File: src/rtl/core/assert_macros.svh
// ----------------------------------------------------------------------------
// assert_macros.svh
// shared assertion macros, clocked on clk and disabled while arst_n is low
// ----------------------------------------------------------------------------
`ifndef ASSERT_MACROS_SVH
`define ASSERT_MACROS_SVH

// same-cycle implication
`define ASSERT_IMPLIES(lbl, ante, cons) \
	lbl: assert property (@(posedge clk) disable iff (!arst_n) (ante) |-> (cons)) \
		else $error("assertion failed");

// next-cycle implication
`define ASSERT_NEXT(lbl, ante, cons) \
	lbl: assert property (@(posedge clk) disable iff (!arst_n) (ante) |=> (cons)) \
		else $error("assertion failed");

`endif

File: src/rtl/core/qbm_pkg.sv
// ----------------------------------------------------------------------------
// qbm_pkg
// types, constants and helpers of the quadrilateral bilinear mapper
// ----------------------------------------------------------------------------
package qbm_pkg;

	localparam int SHEET_WIDTH  = 256;
	localparam int SHEET_HEIGHT = 256;

	localparam logic [11:0] SHEET_W_LIM = 12'(SHEET_WIDTH);
	localparam logic [11:0] SHEET_H_LIM = 12'(SHEET_HEIGHT);

	// round(2^32 / size)
	localparam logic [32:0] RECIP_W =
		33'((64'd4294967296 + 64'(SHEET_WIDTH) / 64'd2) / 64'(SHEET_WIDTH));
	localparam logic [32:0] RECIP_H =
		33'((64'd4294967296 + 64'(SHEET_HEIGHT) / 64'd2) / 64'(SHEET_HEIGHT));

	localparam logic [16:0] ONE_Q16 = 17'h10000;

	typedef enum logic [3:0] {
		REG_TOP_LEFT_X     = 4'd0,
		REG_TOP_LEFT_Y     = 4'd1,
		REG_TOP_RIGHT_X    = 4'd2,
		REG_TOP_RIGHT_Y    = 4'd3,
		REG_BOTTOM_RIGHT_X = 4'd4,
		REG_BOTTOM_RIGHT_Y = 4'd5,
		REG_BOTTOM_LEFT_X  = 4'd6,
		REG_BOTTOM_LEFT_Y  = 4'd7
	} reg_idx_t;

	// corner coordinates of one axis
	typedef struct packed {
		logic [9:0] tl;
		logic [9:0] tr;
		logic [9:0] br;
		logic [9:0] bl;
	} corner_t;

	// clamp, scale by reciprocal, round and cap to 1.0 in Q1.16
	function automatic logic [16:0] normalise(logic [11:0] pos, logic [11:0] limit,
		logic [32:0] recip);
		logic [11:0] p;
		logic [44:0] prod;
		logic [28:0] q;
		p = (pos > limit) ? limit : pos;
		prod = 45'(p) * 45'(recip);
		q = 29'((prod + 45'd32768) >> 16);
		return (q > 29'(ONE_Q16)) ? ONE_Q16 : q[16:0];
	endfunction

endpackage

File: src/rtl/core/quad_bilinear_map.sv
// ----------------------------------------------------------------------------
// quad_bilinear_map
// maps a sheet position to camera pixels by bilinear corner interpolation
// ----------------------------------------------------------------------------
// Usage:
//   Load the four corner points over the cfg channel (cfg_index 0..7, 10-bit
//   cfg_data) while no item is in flight; cfg_ready is always high and
//   indexes beyond 7 are ignored.
//   Send sheet_x/sheet_y on the in channel; one cam_x/cam_y item comes out
//   on the out channel for each, in order, as unsigned 10.4 pixels.
//   One item is taken every cycle unless the receiver stalls; the rate is
//   set by the four-stage pipeline (normalise, edge interpolation,
//   vertical blend, rounding), whose stages all advance together.
//   When the receiver stalls (out_ready low with out_valid high) the whole
//   pipeline holds and in_ready drops, so no item is lost or repeated;
//   empty stages hold as well until the output item is taken.
//   Reset clears all corner registers to zero and empties the pipeline.
// ----------------------------------------------------------------------------
module quad_bilinear_map (
	input  logic        clk,
	input  logic        arst_n,
	input  logic        cfg_valid,
	output logic        cfg_ready,
	input  logic [3:0]  cfg_index,
	input  logic [9:0]  cfg_data,
	input  logic        in_valid,
	output logic        in_ready,
	input  logic [11:0] sheet_x,
	input  logic [11:0] sheet_y,
	output logic        out_valid,
	input  logic        out_ready,
	output logic [13:0] cam_x,
	output logic [13:0] cam_y
);
	import qbm_pkg::*;

	`include "assert_macros.svh"

	corner_t     crn_x_q;
	corner_t     crn_y_q;
	logic        adv;
	logic        vld_s1;
	logic        vld_s2;
	logic        vld_s3;
	logic        vld_s4;
	logic [16:0] u_s1;
	logic [16:0] v_s1;

	assign cfg_ready = 1'b1;

	always_ff @(posedge clk or negedge arst_n) begin
		if (!arst_n) begin
			crn_x_q <= '0;
			crn_y_q <= '0;
		end else if (cfg_valid) begin
			unique case (cfg_index)
				REG_TOP_LEFT_X:     crn_x_q.tl <= cfg_data;
				REG_TOP_LEFT_Y:     crn_y_q.tl <= cfg_data;
				REG_TOP_RIGHT_X:    crn_x_q.tr <= cfg_data;
				REG_TOP_RIGHT_Y:    crn_y_q.tr <= cfg_data;
				REG_BOTTOM_RIGHT_X: crn_x_q.br <= cfg_data;
				REG_BOTTOM_RIGHT_Y: crn_y_q.br <= cfg_data;
				REG_BOTTOM_LEFT_X:  crn_x_q.bl <= cfg_data;
				REG_BOTTOM_LEFT_Y:  crn_y_q.bl <= cfg_data;
				default: ;
			endcase
		end
	end

	assign adv       = !vld_s4 || out_ready;
	assign in_ready  = adv;
	assign out_valid = vld_s4;

	always_ff @(posedge clk or negedge arst_n) begin
		if (!arst_n) begin
			vld_s1 <= 1'b0;
			vld_s2 <= 1'b0;
			vld_s3 <= 1'b0;
			vld_s4 <= 1'b0;
		end else if (adv) begin
			vld_s1 <= in_valid;
			vld_s2 <= vld_s1;
			vld_s3 <= vld_s2;
			vld_s4 <= vld_s3;
		end
	end

	// stage 1: clamp and normalise to Q1.16
	always_ff @(posedge clk) begin
		if (adv) begin
			u_s1 <= normalise(sheet_x, SHEET_W_LIM, RECIP_W);
			v_s1 <= normalise(sheet_y, SHEET_H_LIM, RECIP_H);
		end
	end

	qbm_axis u_axis_x (
		.clk    (clk),
		.en     (adv),
		.u_s1   (u_s1),
		.v_s1   (v_s1),
		.crn    (crn_x_q),
		.res_s4 (cam_x)
	);

	qbm_axis u_axis_y (
		.clk    (clk),
		.en     (adv),
		.u_s1   (u_s1),
		.v_s1   (v_s1),
		.crn    (crn_y_q),
		.res_s4 (cam_y)
	);

	`ASSERT_NEXT(a_accept_fills_s1, in_valid && in_ready, vld_s1)
	`ASSERT_NEXT(a_s3_reaches_out, vld_s3 && adv, out_valid)
	`ASSERT_NEXT(a_stall_holds_pipe, !adv,
		vld_s1 == $past(vld_s1) && vld_s2 == $past(vld_s2) && vld_s3 == $past(vld_s3))
	`ASSERT_IMPLIES(a_norm_capped, vld_s1, u_s1 <= ONE_Q16 && v_s1 <= ONE_Q16)

endmodule

File: src/rtl/core/qbm_axis.sv
// ----------------------------------------------------------------------------
// qbm_axis
// edge interpolation, vertical blend and rounding for one camera axis
// ----------------------------------------------------------------------------
module qbm_axis (
	input  logic             clk,
	input  logic             en,
	input  logic [16:0]      u_s1,
	input  logic [16:0]      v_s1,
	input  qbm_pkg::corner_t crn,
	output logic [13:0]      res_s4
);
	import qbm_pkg::*;

	logic [25:0] near_s2;
	logic [25:0] far_s2;
	logic [16:0] v_s2;
	logic [41:0] blend_s3;

	logic signed [10:0] near_diff;
	logic signed [10:0] far_diff;
	logic signed [28:0] near_sum;
	logic signed [28:0] far_sum;
	logic signed [26:0] edge_diff;
	logic signed [44:0] blend_sum;
	logic [41:0] round_sum;

	// stage 2: bottom and top edges along u
	always_comb begin
		near_diff = $signed({1'b0, crn.br}) - $signed({1'b0, crn.bl});
		far_diff  = $signed({1'b0, crn.tr}) - $signed({1'b0, crn.tl});
		near_sum  = $signed({3'b000, crn.bl, 16'h0000}) + $signed({1'b0, u_s1}) * near_diff;
		far_sum   = $signed({3'b000, crn.tl, 16'h0000}) + $signed({1'b0, u_s1}) * far_diff;
	end

	// stage 3: blend between edges along v
	always_comb begin
		edge_diff = $signed({1'b0, far_s2}) - $signed({1'b0, near_s2});
		blend_sum = $signed({3'b000, near_s2, 16'h0000}) + $signed({1'b0, v_s2}) * edge_diff;
	end

	// stage 4: round half up to 4 fraction bits
	assign round_sum = blend_s3 + 42'h000_0800_0000;

	always_ff @(posedge clk) begin
		if (en) begin
			near_s2  <= near_sum[25:0];
			far_s2   <= far_sum[25:0];
			v_s2     <= v_s1;
			blend_s3 <= blend_sum[41:0];
			res_s4   <= round_sum[41:28];
		end
	end

endmodule

File: config.mk
export PLATFORM = sky130hd
export DESIGN_NAME = quad_bilinear_map
export DESIGN_NICKNAME = d
export VERILOG_FILES = /design/src/rtl/core/qbm_pkg.sv /design/src/rtl/core/quad_bilinear_map.sv /design/src/rtl/core/qbm_axis.sv
export VERILOG_INCLUDE_DIRS = /design/src /design/src/rtl/core
export SDC_FILE = /design/constraint.sdc
export NUM_CORES = 2
export LEC_CHECK = 0
export ABC_AREA = 1
export BUFFER_PORTS_ARGS = -buffer_cell sky130_fd_sc_hd__buf_2
export CAP_MARGIN = 20
export CORE_ASPECT_RATIO = 0.7
export CORE_UTILIZATION = 65
export CTS_BUF_LIST = sky130_fd_sc_hd__clkbuf_8
export DETAILED_ROUTE_END_ITERATION = 8
export PLACE_DENSITY = 0.89
export SLEW_MARGIN = 20
export SYNTH_ARGS = -nofsm -noshare
export SYNTH_HDL_FRONTEND = slang
export SYNTH_SLANG_ARGS = --single-unit
File: constraint.sdc
create_clock -name clk -period 20.2 [get_ports clk]
set_clock_uncertainty 0.1 [all_clocks]
set_input_delay 1.01 -clock clk [delete_from_list [all_inputs] [get_ports clk]]
set_output_delay 1.01 -clock clk [all_outputs]
set_load 0.05 [all_outputs]
==> flow_metrics.py <==
metrics = {
    "place": {
        "io_buffers": 72,
        "pre_cts_ws_ns": 12.74,
        "dpl-instance-area_mm2": 0.0409,
        "dp_hpwl_mm": 82.0,
        "gp_congestion": 0.970,
    },
    "logic_synthesis": {
        "synth_area_leaders": "fa_1 31%, ha_1 15%, edfxtp_1 12%",
        "synthMuxAreaShare_pct": 0.0568,
        "synth_edf_count": 157,
        "synthTopCellsByCount": "1113 x inv_1, 789 x nand2_1, 616 x fa_1",
        "synth-seq-cells": 241,
        "synth_top_cell_by_area": "fa_1",
        "synth_cell_type_count": 62,
        "synth_fp_nets": 5764,
        "synth_compound_area_share_pct": 5.67,
        "yosys_warnings": 0,
        "ys_async_sr_fraction_pct": 34.9,
        "yosys.area_share.simple_pct": 16.1,
        "synth.avg_cell_area_um2": 8.54,
        "synth_top_family_by_area": "adder cells",
        "synth_top_area_share_pct": 31.1,
        "yosysMostFrequentCell": "inv_1",
        "synthAdderAreaFrac_pct": 45.6,
        "synth_flop_cell": "edfxtp_1",
        "synth_xor_area_share_pct": 3.76,
        "syn-cell-area_mm2": 0.0397,
        "ys_seq_area_share_pct": 17.2,
        "netlist_instances": 4645,
    },
    "clock_network": {
        "hold_buffers": 0,
        "clock_latency_ns": 0.65,
        "cts.sinks": 241,
        "ctsRootBufferMaster": "clkbuf_8",
        "path_clk_slew_ns": 0.08,
        "clockBufferDepth": 3,
        "post_cts_buffers": 0,
        "htreeDepth": 2,
        "numCtsBuffers": 41,
        "cts.repair.resized": 0,
        "cts_tree": "done",
    },
    "detailed_routing": {
        "dr.pass1.iters": 6,
        "wire_per_inst_um": 18.2,
        "ant_nets": 0,
        "dr.first_iter.drc_count": 2775,
        "drc": 0,
        "via_count": 31200,
        "via_per_inst": 5.63,
        "wirelength_mm": 101,
    },
    "setup_path": {
        "crit_slowest_cell": "xor2_1",
        "max_stage_delay_ns": 0.64,
        "path_class": "flip-flop to flip-flop",
        "crit_path_max_fanout": 9,
        "required_ns": 20.49,
        "cp_data_arrival_time_ns": 7.87,
        "cp-end-kind": "flip-flop",
        "cp_common_cell": "nand2_1",
        "startpoint_type": "flip-flop",
    },
    "die": {
        "rows": 75,
        "start_util_pct": 65.9,
        "die_area_mm2": 0.0620,
        "pin_count": 74,
        "die_h_um": 209,
        "core_mm2": 0.0602,
        "fp.dieW_um": 297,
    },
    "timing": {
        "drv_slew": 0,
        "setup_viol": 0,
        "slew_headroom_pct": 30.1,
        "rsz0062_at_grt": "false",
        "tightest_slew_ns": 1.04,
        "fmax_mhz": 132,
        "fin_tns_setup_ns": 0,
        "hold_viol": 0,
        "period_needed_ns": 7.58,
        "period_share_pct": 37.5,
        "setup_slack_ns": 12.62,
    },
    "global_routing": {
        "grt_pass1_wl_mm": 166,
        "grt_usage_pct": 34.0,
        "grt_max_degree": 65,
        "grt_antenna_before_repair": 3,
        "first_global_vias": 32700,
        "grt-ovfl-total": 0,
    },
    "run": {
        "drv_cap": 0,
    },
    "finish": {
        "final_cell_area_mm2": 0.0417,
        "multi_input_area_mm2": 0.0282,
        "nFillCells": 4373,
        "final_nets": 5811,
        "drive_gt1_share_pct": 5.67,
        "area_growth_pct": 5.24,
        "final-seq-area_mm2": 0.00682,
    },
    "status": {
        "status": "finished, final reports clean",
    },
    "hold_path": {
        "hp-class": "primary input to asynchronous set/reset pin",
    },
}
==> critical path: cells and delay by family, from the launching register on <==
family | cells | cell delay (ns)
adder cells (fa/ha/maj) | 8 | 3.62
AND/OR/NAND/NOR | 12 | 1.32
AO/OA/AOI/OAI | 3 | 0.75
XOR/XNOR | 1 | 0.64
buffers and inverters | 6 | 0.48
flip-flops | 1 | 0.43
==> registers in the layout, indices dropped and copies added (netlist names), 9 cells and up <==
| register | count |
|---|---|
| crn_x_q | 40 |
| crn_y_q | 40 |
| u_axis_x.blend_s3 | 15 |
| u_axis_x.far_s2 | 18 |
| u_axis_x.near_s2 | 18 |
| u_axis_x.res_s4 | 14 |
| u_axis_x.v_s2 | 9 |
| u_axis_y.blend_s3 | 15 |
| u_axis_y.far_s2 | 18 |
| u_axis_y.near_s2 | 18 |
| u_axis_y.res_s4 | 14 |
| u_s1 | 9 |
| v_s1 | 9 |
==> logic make-up (layout without fill, tap and decap cells) <==
logic type | count (synthesis) | count (layout)
AO/OA/AOI/OAI | 397 | 397
other | 1 | 4
XOR/XNOR | 166 | 166
AND/OR/NAND/NOR | 1539 | 1539
adder cells (fa/ha/maj) | 1076 | 1076
flip-flops | 241 | 241
multiplexers | 2 | 2
buffers and inverters | 1223 | 1303
==> layout by cell type, fill, tap and decap left out, types with 7 or more instances in the layout <==
cell type     n
inv_1      1119
nand2_1     788
fa_1        616
nor2_1      472
ha_1        460
a21oi_1     161
edfxtp_1    157
o21ai_0     146
nand3_1     110
xor2_1       96
dfrtp_1      84
buf_2        71
xnor2_1      65
or2_2        49
clkbuf_8     44
nor3_1       35
buf_4        29
nand4_1      25
clkinv_1     15
or2_1        14
o21a_1       11
a21o_1       11
a31oi_1      11
o21bai_1     10
nand3b_1      9
a21oi_2       8
clkinv_2      8
inv_2         7
==> through the flow <==
step / std cells / hold WS (ns) / util (%)
2_1_floorplan: 4645 / 0.300 / -
3_3_place_gp: 5457 / 0.302 / 67.9
3_5_place_dp: 5457 / 0.305 / 67.9
4_1_cts: 5533 / 0.137 / 69.4
5_1_grt: 5534 / 0.165 / 69.4
6_report: 5536 / 0.155 / 69.4
==> metal layers <==
layer / track usage (%) / part of all wire [%]
met5: 0 / 0.027
met2: 52.0 / 43
met4: 13.0 / 4.0
met3: 11.4 / 13
met1: 45.0 / 39
==> area by class of cell <==
type                            count  share of cell area [%]
Clock buffer                       44                    1.45
Timing Repair Buffer              100                    1.37
Clock inverter                     32                   0.626
Inverter                         1127                    10.1
Multi-Input combinational cell   3181                    67.6
Sequential cell                   241                    16.3
Tap cell                          808                    2.42
Antenna cell                        3                  0.0180
==> final timing paths <==
path	start	endpoint	slack, ns	cells after the start
worst max-delay path	u_axis_y.near_s2[16]	u_axis_y.blend_s3[41]	12.62	30
worst min-delay path	arst_n	crn_x_q[7]	0.15	1
worst max register to register	u_axis_y.near_s2[16]	u_axis_y.blend_s3[41]	12.62	30
worst min register to register	v_s1[9]	u_axis_x.v_s2[9]	0.32	0
max in group asynchronous	arst_n	vld_s2	18.76	2
min in group clk	v_s1[9]	u_axis_x.v_s2[9]	0.32	0
Power is not shown: default switching activity piles up to over one toggle a cycle in this logic, so the estimate is an artifact.
